[src/rtl/vmd_pkg.sv]
`default_nettype none

package vmd_pkg;

  // Volume limits and derived sizes.
  localparam int MAX_X = 256;
  localparam int MAX_Y = 256;
  localparam int MAX_Z = 256;
  localparam int HALF_X = MAX_X / 2;
  localparam int HALF_Y = MAX_Y / 2;

  localparam int SAMPLE_W = 16;
  localparam int PAIR_W = SAMPLE_W + 1;
  localparam int QUAD_W = SAMPLE_W + 2;
  localparam int SUM_W = SAMPLE_W + 3;

  localparam int CFG_W = 9;
  localparam int CFG_IDX_W = 2;
  localparam int POS_X_W = $clog2(MAX_X);
  localparam int POS_Y_W = $clog2(MAX_Y);
  localparam int POS_Z_W = $clog2(MAX_Z);
  localparam int OX_W = $clog2(HALF_X);
  localparam int OY_W = $clog2(HALF_Y);
  localparam int PLANE_AW = OX_W + OY_W;

  localparam int QDEPTH = 4;
  localparam int QPTR_W = $clog2(QDEPTH);
  localparam int QCNT_W = QPTR_W + 1;

  // Configuration register indexes.
  localparam logic [CFG_IDX_W-1:0] REG_SIZE_X = 2'd0;
  localparam logic [CFG_IDX_W-1:0] REG_SIZE_Y = 2'd1;
  localparam logic [CFG_IDX_W-1:0] REG_SIZE_Z = 2'd2;

  typedef enum logic [1:0] {
    OP_ROW_WR   = 2'd0,
    OP_PLANE_WR = 2'd1,
    OP_MEAN     = 2'd2
  } op_e;

  // One queued work item from the front to the back.
  typedef struct packed {
    op_e                      op;
    logic [OX_W-1:0]          ox;
    logic [OY_W-1:0]          oy;
    logic signed [PAIR_W-1:0] pair;
    logic                     last;
  } q_entry_t;

endpackage

`default_nettype wire

[src/rtl/vmd_queue.sv]
`default_nettype none

module vmd_queue (
  input  wire logic               clk_i,
  input  wire logic               rst_ni,
  input  wire logic               push_i,
  input  wire vmd_pkg::q_entry_t  push_entry_i,
  output logic                    full_o,
  input  wire logic               pop_i,
  output vmd_pkg::q_entry_t       head_o,
  output logic                    avail_o
);
  import vmd_pkg::*;

  q_entry_t mem_q [QDEPTH];
  logic [QPTR_W-1:0] wr_ptr_q, wr_ptr_d;
  logic [QPTR_W-1:0] rd_ptr_q, rd_ptr_d;
  logic [QCNT_W-1:0] cnt_q, cnt_d;

  assign full_o = cnt_q == QCNT_W'(QDEPTH);
  assign avail_o = cnt_q != '0;
  assign head_o = mem_q[rd_ptr_q];

  always_comb begin
    wr_ptr_d = push_i ? wr_ptr_q + QPTR_W'(1) : wr_ptr_q;
    rd_ptr_d = pop_i ? rd_ptr_q + QPTR_W'(1) : rd_ptr_q;
    cnt_d = cnt_q + QCNT_W'(push_i) - QCNT_W'(pop_i);
  end

  always_ff @(posedge clk_i or negedge rst_ni) begin
    if (!rst_ni) begin
      wr_ptr_q <= '0;
      rd_ptr_q <= '0;
      cnt_q <= '0;
    end else begin
      wr_ptr_q <= wr_ptr_d;
      rd_ptr_q <= rd_ptr_d;
      cnt_q <= cnt_d;
    end
  end

  always_ff @(posedge clk_i) begin
    if (push_i) begin
      mem_q[wr_ptr_q] <= push_entry_i;
    end
  end

endmodule

`default_nettype wire

[config.mk]
export PLATFORM = sky130hd
export DESIGN_NAME = vmd_queue
export DESIGN_NICKNAME = d
export VERILOG_FILES = /design/src/rtl/vmd_pkg.sv /design/src/rtl/vmd_queue.sv
export SDC_FILE = /design/constraint.sdc
export NUM_CORES = 1
export LEC_CHECK = 0
export BUFFER_PORTS_ARGS = -buffer_cell sky130_fd_sc_hd__buf_4
export CAP_MARGIN = 25
export CORE_ASPECT_RATIO = 1.25
export CORE_MARGIN = 4
export CORE_UTILIZATION = 55
export DETAILED_ROUTE_END_ITERATION = 16
export HOLD_SLACK_MARGIN = 0.12
export PLACE_DENSITY = 0.8
export SLEW_MARGIN = 20
export SYNTH_ARGS = -nofsm -noshare
export SYNTH_HDL_FRONTEND = slang
export SYNTH_SLANG_ARGS = --single-unit
[constraint.sdc]
create_clock -name clk_i -period 4.5 [get_ports clk_i]
set_input_delay 0.675 -clock clk_i [delete_from_list [all_inputs] [get_ports clk_i]]
set_output_delay 0.675 -clock clk_i [all_outputs]
set_load 0.05 [all_outputs]
==> results.cfg <==
[detailed_routing]
routedWlPerCell_um = 19.8
viasPerCell = 5.32
routed_wl_mm = 8.65
first_pass_iters = 4
postRouteAntennaNets = 0
drc = 0
drtIter0Drc = 155
vias = 2323

[power]
p_per_area_nw_per_um2 = 791
cellLeakagePower_nw = 2.37
vdd_drop_max_v = 0.000439

[job]
cap_violations = 0

[cts]
cts_setup_buffers = 0
cts_root_buf = clkbuf_16
clock_tree.buffer_depth = 2
htree_levels = 4
clock_latency_ns = 0.41
clock_sinks = 143
cts_made_buffers = 17
cts_tree = yes
path_clk_slew_ns = 0.06

[worst_setup_path]
worstSetupEndpointType = output pin
critPathRequiredTime_ns = 3.83
arrival_ns = 2.49
crit_type = register to output pin
crit_path_start_kind = register
worstPathMaxFanout = 28
regToRegStartpoint = wr_ptr_q[0]
crit_path_start = rd_ptr_q[0]

[yosys]
syn-instance-count = 212
postSynthRegisterBits = 143
yosys.cell_types.count = 17
synth-seq-area-share = 0.796
syn_avg_cell_area_um2 = 25.2
syn_area_um2 = 5350
synth.net_count = 257
yosysWarnings = 0

[timing]
grt_setup_unrepaired = false
finalHoldViolations = 0
drv_slew = 0
post-route-min-period_ns = 3.17
setup_tns_ns = 0
tightestPinTransition_ns = 0.924
finClkSkew_ns = 0.00571
finalSetupViolCount = 0
final.period_utilization = 0.704
whs_ns = 0.464
relSlewSlack = 0.384
fmax_mhz = 316

[finish]
syn_to_final_growth_pct = 24.4
multi_input_area_um2 = 982
stdcell_area_um2 = 6660
n_fill_cell = 569
register_area_um2 = 4260
n_antenna_cell = 0
drive_gt1_frac = 0.447
nets = 343

[floorplanning]
die_w_um = 96.2
floorplan.core_area_um2 = 9560
die_area_um2 = 11400
die_y_um = 118
initial_utilization = 0.560
boundaryPins = 74
rows = 40

[placement]
portBuffers = 73
gp_congestion = 0.711
placed_area_um2 = 5980
post-dp-hpwl_mm = 4.98

[hold_path]
hp-class = primary input to register
hold_path_startpoint = pop_i

[global_route]
antenna_found_initial = 0
grt.total_usage = 0.172
grt-ovfl-total = 0
grt_max_degree = 36
grt_pass1_vias = 2512
grt_pass1_wl_mm = 13.8

[run_status]
outcome = complete, no violations
==> worst max-delay path: stages, from the launching register on <==
cell and delay, ns:
dfrtp_2 0.96, buf_4 0.35, mux4_1 0.57, buf_4 0.20
==> path summary, 6_finish.rpt <==
path | end | slack (ns) | cells after the start
worst min-delay path | rd_ptr_q[0] | 0.46 | 2
min in group asynchronous | cnt_q[2] | 0.61 | 2
worst max-delay path | head_o[1] | 1.33 | 3
worst min register to register | wr_ptr_q[0] | 0.53 | 1
worst max register to register | mem_q[0][27] | 2.70 | 3
max in group asynchronous | rd_ptr_q[0] | 3.75 | 2
==> per-stage QoR <==
step	cells	worst slack (ns)	total power, mW	utilization
3_3_place_gp	404	1.68	3.74	0.626
5_1_grt	437	1.13	5.48	0.696
3_5_place_dp	404	1.68	3.77	0.626
4_1_cts	437	1.24	5.33	0.696
2_1_floorplan	212	2.54	3.32	-
6_report	437	1.33	5.27	0.696
==> placed cells by master (no fill, tap or decap) <==
cell type / count
edfxtp_1: 136
buf_4: 74
mux4_2: 28
clkbuf_16: 17
mux4_1: 6
inv_1: 6
ha_1: 6
bufinv_16: 6
dfrtp_1: 5
and2_2: 4
clkinvlp_4: 4
xor2_1: 3
xnor2_1: 2
nand2_1: 2
clkinv_2: 2
dfrtp_2: 2
or3_1: 1
and3_1: 1
o21ai_0: 1
fa_1: 1
clkinv_4: 1
clkbuf_1: 1
inv_6: 1
dlygate4sd3_1: 1
==> logic make-up (layout without fill, tap and decap cells) <==
group           Yosys count  in the layout  share of synthesized area
flops                   143            143                      0.796
mux                      34             34                      0.147
buf+inv                  14            113                     0.0213
simple gates              8              8                    0.00842
fa+ha+maj                 7              7                     0.0178
xor+xnor                  5              5                    0.00819
compound gates            1              1                   0.000935
==> state kept, by name, summed over array words and instances (netlist names) <==
register  flops
cnt_q         3
mem_q       136
rd_ptr_q      2
wr_ptr_q      2
==> routing by layer <==
metal  routed length [um]  vias up  GRT usage
met4                  223        0     0.0872
met5                    0        -          0
met2                 4470       57      0.256
met1                 3580     1186      0.229
met3                  367       16     0.0541
li1                     -     1064          -
==> layout make-up <==
class / instances / area share
Clock buffer: 18 / 0.0645
Tap cell: 126 / 0.0237
Timing Repair Buffer: 75 / 0.0850
Sequential cell: 143 / 0.640
Clock inverter: 14 / 0.0357
Inverter: 6 / 0.00338
Multi-Input combinational cell: 55 / 0.148
==> report_power, final <==
part | leakage [nW] | internal, mW | switching, mW | total, mW
Combinational | 0.728 | 0.647 | 1.11 | 1.76
Sequential | 1.33 | 1.75 | 0.199 | 1.95
Clock | 0.313 | 1.04 | 0.518 | 1.56
==> timing repair <==
action / in CTS / in global routing
hold endpoints to repair: 7 / 0
resized for setup: 0 / 0
hold buffers: 1 / 0
endpoints found under the setup margin: 0 / 0
==> cells in the mapped netlist <==
cell        n  area, um^2
and2_1      4        25.0
xor2_1      3        26.3
buf_2       4        20.0
buf_12      3        60.1
mux4_2     28         631
mux4_1      6         158
nand2_1     2        7.51
xnor2_1     2        17.5
and3_1      1        6.26
or3_1       1        6.26
edfxtp_1  136        4080
ha_1        6        75.1
o21ai_0     1        5.00
inv_1       6        22.5
dfrtp_1     7         175
buf_6       1        11.3
fa_1        1        20.0
Note: power is estimated with default switching activity, not from simulation.
