==> src/rtl/vmd_pkg.sv <==
`default_nettype none

package vmd_pkg;

  // Volume limits and derived sizes.
  localparam int MAX_X = 256;
  localparam int MAX_Y = 256;
  localparam int MAX_Z = 256;
  localparam int HALF_X = MAX_X / 2;
  localparam int HALF_Y = MAX_Y / 2;

  localparam int SAMPLE_W = 16;
  localparam int PAIR_W = SAMPLE_W + 1;
  localparam int QUAD_W = SAMPLE_W + 2;
  localparam int SUM_W = SAMPLE_W + 3;

  localparam int CFG_W = 9;
  localparam int CFG_IDX_W = 2;
  localparam int POS_X_W = $clog2(MAX_X);
  localparam int POS_Y_W = $clog2(MAX_Y);
  localparam int POS_Z_W = $clog2(MAX_Z);
  localparam int OX_W = $clog2(HALF_X);
  localparam int OY_W = $clog2(HALF_Y);
  localparam int PLANE_AW = OX_W + OY_W;

  localparam int QDEPTH = 4;
  localparam int QPTR_W = $clog2(QDEPTH);
  localparam int QCNT_W = QPTR_W + 1;

  // Configuration register indexes.
  localparam logic [CFG_IDX_W-1:0] REG_SIZE_X = 2'd0;
  localparam logic [CFG_IDX_W-1:0] REG_SIZE_Y = 2'd1;
  localparam logic [CFG_IDX_W-1:0] REG_SIZE_Z = 2'd2;

  typedef enum logic [1:0] {
    OP_ROW_WR   = 2'd0,
    OP_PLANE_WR = 2'd1,
    OP_MEAN     = 2'd2
  } op_e;

  // One queued work item from the front to the back.
  typedef struct packed {
    op_e                      op;
    logic [OX_W-1:0]          ox;
    logic [OY_W-1:0]          oy;
    logic signed [PAIR_W-1:0] pair;
    logic                     last;
  } q_entry_t;

endpackage

`default_nettype wire

==> src/rtl/vmd_if.sv <==
`default_nettype none

interface vmd_sample_if;
  logic                 valid;
  logic                 ready;
  logic signed [15:0]   sample;

  modport source (output valid, output sample, input ready);
  modport sink (input valid, input sample, output ready);
endinterface


`default_nettype wire

==> src/rtl/vmd_front.sv <==
`default_nettype none

module vmd_front (
  input  wire logic                          clk_i,
  input  wire logic                          rst_ni,
  vmd_sample_if.sink                         smp_i,
  input  wire logic                          cfg_we_i,
  input  wire logic [vmd_pkg::CFG_IDX_W-1:0] cfg_index_i,
  input  wire logic [vmd_pkg::CFG_W-1:0]     cfg_data_i,
  input  wire logic                          q_full_i,
  output logic                               push_o,
  output vmd_pkg::q_entry_t                  push_entry_o
);
  import vmd_pkg::*;

  logic [CFG_W-1:0] size_x_q, size_x_d;
  logic [CFG_W-1:0] size_y_q, size_y_d;
  logic [CFG_W-1:0] size_z_q, size_z_d;
  logic [POS_X_W-1:0] pos_x_q, pos_x_d;
  logic [POS_Y_W-1:0] pos_y_q, pos_y_d;
  logic [POS_Z_W-1:0] pos_z_q, pos_z_d;
  logic signed [SAMPLE_W-1:0] held_q;

  logic [CFG_W-1:0] sx, sy, sz;
  logic [CFG_W-2:0] nx, ny, nz;
  logic             accept, in_region, cfg_hit;
  logic             end_x, end_y, end_z;

  function automatic logic [CFG_W-1:0] eff_size(input logic [CFG_W-1:0] v,
                                                input logic [CFG_W-1:0] max);
    logic [CFG_W-1:0] r;
    r = v;
    if (v == '0) r = CFG_W'(1);
    else if (v > max) r = max;
    return r;
  endfunction

  assign sx = eff_size(size_x_q, CFG_W'(MAX_X));
  assign sy = eff_size(size_y_q, CFG_W'(MAX_Y));
  assign sz = eff_size(size_z_q, CFG_W'(MAX_Z));
  assign nx = sx[CFG_W-1:1];
  assign ny = sy[CFG_W-1:1];
  assign nz = sz[CFG_W-1:1];

  assign smp_i.ready = !q_full_i;
  assign accept = smp_i.valid && !q_full_i;

  // A sample counts only inside the even-sized part of the volume.
  assign in_region = (CFG_W'(pos_x_q) < {nx, 1'b0}) &&
                     (CFG_W'(pos_y_q) < {ny, 1'b0}) &&
                     (CFG_W'(pos_z_q) < {nz, 1'b0});

  assign end_x = CFG_W'(pos_x_q) == sx - CFG_W'(1);
  assign end_y = CFG_W'(pos_y_q) == sy - CFG_W'(1);
  assign end_z = CFG_W'(pos_z_q) == sz - CFG_W'(1);

  assign cfg_hit = cfg_we_i && (cfg_index_i == REG_SIZE_X || cfg_index_i == REG_SIZE_Y ||
                                cfg_index_i == REG_SIZE_Z);

  always_comb begin
    push_entry_o.ox = pos_x_q[POS_X_W-1:1];
    push_entry_o.oy = pos_y_q[POS_Y_W-1:1];
    push_entry_o.pair = PAIR_W'(held_q) + PAIR_W'(smp_i.sample);
    push_entry_o.last = ((CFG_W-1)'(pos_x_q[POS_X_W-1:1]) == nx - (CFG_W-1)'(1)) &&
                        ((CFG_W-1)'(pos_y_q[POS_Y_W-1:1]) == ny - (CFG_W-1)'(1)) &&
                        ((CFG_W-1)'(pos_z_q[POS_Z_W-1:1]) == nz - (CFG_W-1)'(1));
    if (!pos_y_q[0]) begin
      push_entry_o.op = OP_ROW_WR;
    end else if (!pos_z_q[0]) begin
      push_entry_o.op = OP_PLANE_WR;
    end else begin
      push_entry_o.op = OP_MEAN;
    end
  end

  assign push_o = accept && in_region && pos_x_q[0];

  always_comb begin
    size_x_d = size_x_q;
    size_y_d = size_y_q;
    size_z_d = size_z_q;
    pos_x_d = pos_x_q;
    pos_y_d = pos_y_q;
    pos_z_d = pos_z_q;
    if (cfg_hit) begin
      case (cfg_index_i)
        REG_SIZE_X: size_x_d = cfg_data_i;
        REG_SIZE_Y: size_y_d = cfg_data_i;
        REG_SIZE_Z: size_z_d = cfg_data_i;
        default: ;
      endcase
      pos_x_d = '0;
      pos_y_d = '0;
      pos_z_d = '0;
    end else if (accept) begin
      if (end_x) begin
        pos_x_d = '0;
        if (end_y) begin
          pos_y_d = '0;
          pos_z_d = end_z ? '0 : pos_z_q + POS_Z_W'(1);
        end else begin
          pos_y_d = pos_y_q + POS_Y_W'(1);
        end
      end else begin
        pos_x_d = pos_x_q + POS_X_W'(1);
      end
    end
  end

  always_ff @(posedge clk_i or negedge rst_ni) begin
    if (!rst_ni) begin
      size_x_q <= CFG_W'(MAX_X);
      size_y_q <= CFG_W'(MAX_Y);
      size_z_q <= CFG_W'(MAX_Z);
      pos_x_q <= '0;
      pos_y_q <= '0;
      pos_z_q <= '0;
    end else begin
      size_x_q <= size_x_d;
      size_y_q <= size_y_d;
      size_z_q <= size_z_d;
      pos_x_q <= pos_x_d;
      pos_y_q <= pos_y_d;
      pos_z_q <= pos_z_d;
    end
  end

  always_ff @(posedge clk_i) begin
    if (accept && !pos_x_q[0]) begin
      held_q <= smp_i.sample;
    end
  end

endmodule

`default_nettype wire

==> src/flat_wrapper.sv <==
// flat-port wrapper written by rule: the top's interface ports become plain ports
module vmd_front_flat import vmd_pkg::*;
  (clk_i, rst_ni, cfg_we_i, cfg_index_i, cfg_data_i, q_full_i, push_o, push_entry_o, smp_i_valid, smp_i_sample, smp_i_ready);
  vmd_sample_if smp_i_i ();
  input  wire logic clk_i;
  input  wire logic rst_ni;
  input  wire logic cfg_we_i;
  input  wire logic [vmd_pkg::CFG_IDX_W-1:0] cfg_index_i;
  input  wire logic [vmd_pkg::CFG_W-1:0] cfg_data_i;
  input  wire logic q_full_i;
  output logic push_o;
  output vmd_pkg::q_entry_t push_entry_o;
  input wire logic [$bits(smp_i_i.valid)-1:0] smp_i_valid;
  input wire logic [$bits(smp_i_i.sample)-1:0] smp_i_sample;
  output wire logic [$bits(smp_i_i.ready)-1:0] smp_i_ready;
  assign smp_i_i.valid = smp_i_valid;
  assign smp_i_i.sample = smp_i_sample;
  assign smp_i_ready = smp_i_i.ready;
  vmd_front u_core (.clk_i(clk_i), .rst_ni(rst_ni), .smp_i(smp_i_i), .cfg_we_i(cfg_we_i), .cfg_index_i(cfg_index_i), .cfg_data_i(cfg_data_i), .q_full_i(q_full_i), .push_o(push_o), .push_entry_o(push_entry_o));
endmodule
==> config.mk <==
export PLATFORM = sky130hd
export DESIGN_NAME = vmd_front_flat
export DESIGN_NICKNAME = d
export VERILOG_FILES = /design/src/rtl/vmd_pkg.sv /design/src/rtl/vmd_if.sv /design/src/rtl/vmd_front.sv /design/src/flat_wrapper.sv
export SDC_FILE = /design/constraint.sdc
export NUM_CORES = 1
export LEC_CHECK = 0
export BUFFER_PORTS_ARGS = -buffer_cell sky130_fd_sc_hd__buf_2
export CAP_MARGIN = 25
export CELL_PAD_IN_SITES_DETAIL_PLACEMENT = 0
export CELL_PAD_IN_SITES_GLOBAL_PLACEMENT = 1
export CORE_ASPECT_RATIO = 0.8
export CORE_MARGIN = 2
export CORE_UTILIZATION = 41
export DETAILED_ROUTE_END_ITERATION = 12
export PLACE_DENSITY_LB_ADDON = 0.2
export REMOVE_ABC_BUFFERS = 1
export SETUP_SLACK_MARGIN = 0.3
export SYNTH_ARGS = -nofsm -noshare
export SYNTH_HDL_FRONTEND = slang
export SYNTH_SLANG_ARGS = --single-unit
==> constraint.sdc <==
create_clock -name clk_i -period 4 [get_ports clk_i]
set_input_delay 1 -clock clk_i [delete_from_list [all_inputs] [get_ports clk_i]]
set_output_delay 1 -clock clk_i [all_outputs]
set_load 0.05 [all_outputs]
==> results.yml <==
power:
  p_leak_nw: 3.19
  power_density_nw_per_um2: 453
  peakVddDrop_mv: 0.274
global_route:
  grt_max_degree: 34
  grt_use_total: 0.219
  grt_pass1_wl_um: 25000
  grt-ovfl-total: 0
  antenna_found_initial: 0
  grt_pass1_vias: 4901
worst_hold_path:
  hold_class: "reg -> reg"
  holdPathStages: 1
cts:
  clockRootBuffer: "clkbuf_16"
  cts.clk_slew.worst_paths_ns: 0.06
  cts_tree: "done"
  clk_latency_ns: 0.35
  htree_levels: 3
  clockBufferDepth: 2
  numCtsBuffers: 9
  cts_hold_buf: 0
  cts.sink_count: 67
worst_setup_path:
  cp.required_ns: 3.00
  path_max_fanout: 2
  crit_path_frequent_cell: "a21oi_2"
  cp_cell_sequence: "buf_8 > ha_4 > inv_2 > fa_2 > nor2b_2 > o21a_1 > o21ai_2 > a21oi_2 > a211o_1 > a31o_2 > a21oi_2 > xnor2_1 > buf_4"
  slowest_stage: "a211o_1"
  critPathKind: "in -> out"
  r2r_start: "u_core.size_y_q[8]$_DFFE_PN1P_"
  rr_endpoint: "u_core.pos_z_q[4]$_DFFE_PN0P_"
  slowest_delay_ns: 0.29
  crit_path_start_kind: "primary input"
  crit_arrival_ns: 3.05
  endpoint: "push_entry_o[15]"
  worst-r2r-setup-slack_ns: 0.39
  end_kind: "output pin"
  crit_start: "smp_i_sample[0]"
  r2r_cells: 18
placement:
  gp_congestion: 0.829
  place_hpwl_um: 11200
  dp_slack_ns: -0.293
  io_buffer_count: 67
synthesis:
  synth_cell_type_count: 65
  synth_area_per_cell_um2: 9.11
  ys_seq_elements: 67
  ys.flop_type: "dfrtp_1"
  synthArstFlopShare: 0.761
  syn_area_um2: 5640
  ys_seq_area_frac: 0.312
  synth_common_cells: "dfrtp_1 (48), ha_1 (46), nand2_1 (39), xnor2_1 (39), nor2_1 (37)"
  synth-edff-count: 16
  syn_inst: 619
  synthTopCellsByArea: "dfrtp_1 (21%), ha_1 (10%), edfxtp_1 (8.5%)"
  synth_largest_area_cell: "dfrtp_1"
  post-synth-top-count-cell: "dfrtp_1"
  ys_warn_count: 0
  synth_top_area_share: 0.213
timing:
  fmax_ghz: 0.247
  fin_skew_ns: 0.00834
  finalWorstSetupSlack_ns: -0.0467
  hold_viol_final: 0
  slew_headroom: 0.470
  worstMarginPinSlew_ns: 0.796
  rsz0062_at_grt: "yes"
  setup_tns_ns: -0.0541
  setup_violations: 2
  fin_crit_ns: 4.05
  min_period_over_period: 1.01
  final-max-slew-violation-count: 0
flow_run:
  cap_violations: 0
finish:
  nets: 804
  synthToLayoutAreaGrowth_pct: 33.6
  insertedDiodeCount: 0
  fill_cells: 1166
  drive_gt1_frac: 0.375
  finalCoreUtilization: 0.558
floorplanning:
  die_y_um: 109
  rows: 38
  start_util: 0.417
  coreArea_um2: 13500
  die_x_um: 135
  io_pins: 68
  design.die.area_um2: 14700
route:
  wl_per_cell_um: 17.3
  ant_nets: 0
  via_count: 5028
  vias_per_cell: 5.53
  drc: 0
  first_pass_iters: 4
  drt-total-wl_um: 15700
  drt_iter0_drc: 320
outcome:
  status: "finished, violations left"
  violations: "setup timing"
==> cells by family (layout without fill, tap and decap cells) <==
family          count (synthesis)  count (layout)  share of synthesized area
xor+xnor                       61              61                     0.0974
flops                          67              67                      0.312
compound gates                133             133                      0.157
mux                            32              32                     0.0630
buf+inv                        66             177                     0.0566
simple gates                  213             213                      0.208
fa+ha+maj                      47              47                      0.106
==> cell type report <==
type                            instances  area (um^2)  share of cell area
Inverter                               25         93.8              0.0125
Clock inverter                          6         70.1             0.00931
Sequential cell                        67         1760               0.234
Clock buffer                           10          250              0.0332
Tap cell                              180          225              0.0299
Multi-Input combinational cell        486         4170               0.553
Timing Repair Buffer                  136          961               0.128
==> sequential cells by signal, indices dropped and copies added, names as in the netlist <==
signal and cells:
u_core.size_z_q 9, u_core.pos_z_q 8, u_core.held_q 16, u_core.pos_y_q 8, u_core.size_y_q 9, u_core.pos_x_q 8
u_core.size_x_q 9
==> where the power goes <==
part | internal, mW | switching [mW] | total (mW) | leakage, nW
Sequential | 0.792 | 0.149 | 0.941 | 0.789
Combinational | 0.753 | 0.861 | 1.61 | 2.25
Clock | 0.525 | 0.334 | 0.859 | 0.155
Total | 2.07 | 1.34 | 3.41 | 3.19
==> layer usage <==
metal / up-vias / global-route usage / share of wire
met5: - / 0 / 0
met4: 0 / 0.0521 / 0.011
met3: 10 / 0.0497 / 0.053
met2: 114 / 0.343 / 0.45
met1: 2439 / 0.309 / 0.49
li1: 2465 / - / -
==> what timing repair did <==
item / in CTS / in global routing
endpoints found under the hold margin: 0 / 0
buffers inserted: 25 / 12
pin swaps: 31 / 39
resized for setup: 78 / 60
setup endpoints to repair: 25 / 22
==> critical path: cells and delay by family <==
kind                     cells  cell delay (ns)
AND/OR/NAND/NOR              1             0.05
buffers and inverters        3             0.37
adder cells (fa/ha/maj)      2             0.35
XOR/XNOR                     1             0.12
AO/OA/AOI/OAI                6             1.17
==> stage by stage <==
stage,total power [mW],cells,cell area (um^2),hold slack (ns)
3_5_place_dp,2.19,857,6210,0.519
5_1_grt,3.62,910,7530,0.562
4_1_cts,3.27,898,7070,0.535
3_3_place_gp,2.17,857,6210,0.503
2_1_floorplan,1.82,578,5410,0.471
6_report,3.41,910,7530,0.532
==> worst min-delay path by stage <==
stage	endpoint	startpoint
global route	u_core.size_y_q[0]$_DFFE_PN0P_	u_core.size_y_q[0]$_DFFE_PN0P_
global placement	u_core.size_y_q[0]$_DFFE_PN0P_	u_core.size_y_q[0]$_DFFE_PN0P_
floorplan	u_core.size_y_q[0]$_DFFE_PN0P_	u_core.size_y_q[0]$_DFFE_PN0P_
CTS	u_core.size_x_q[0]$_DFFE_PN0P_	u_core.size_x_q[0]$_DFFE_PN0P_
finish	u_core.size_y_q[0]$_DFFE_PN0P_	u_core.size_y_q[0]$_DFFE_PN0P_
detailed placement	u_core.size_x_q[0]$_DFFE_PN0P_	u_core.size_x_q[0]$_DFFE_PN0P_
==> layout by cell type (no fill, tap or decap), drive strengths merged, types with 4 or more instances in the layout <==
cell     instances
buf            136
dfrtp           48
ha              46
nand2           39
xnor2           39
nor2            37
mux2            28
inv             27
a21oi           27
nand2b          26
o21ai           23
xor2            21
o21a            19
nor3            17
edfxtp          16
nand3           16
nor2b           11
nor4            11
clkbuf          10
o31ai           10
and3             8
or3              8
a31oi            8
nor3b            8
nand4            7
o211ai           6
and2             6
a21o             5
o22ai            5
o2111ai          5
or4              5
a211oi           5
a211o            4
o21bai           4
mux2i            4
No activity file was read; power rests on OpenSTA's default activity.
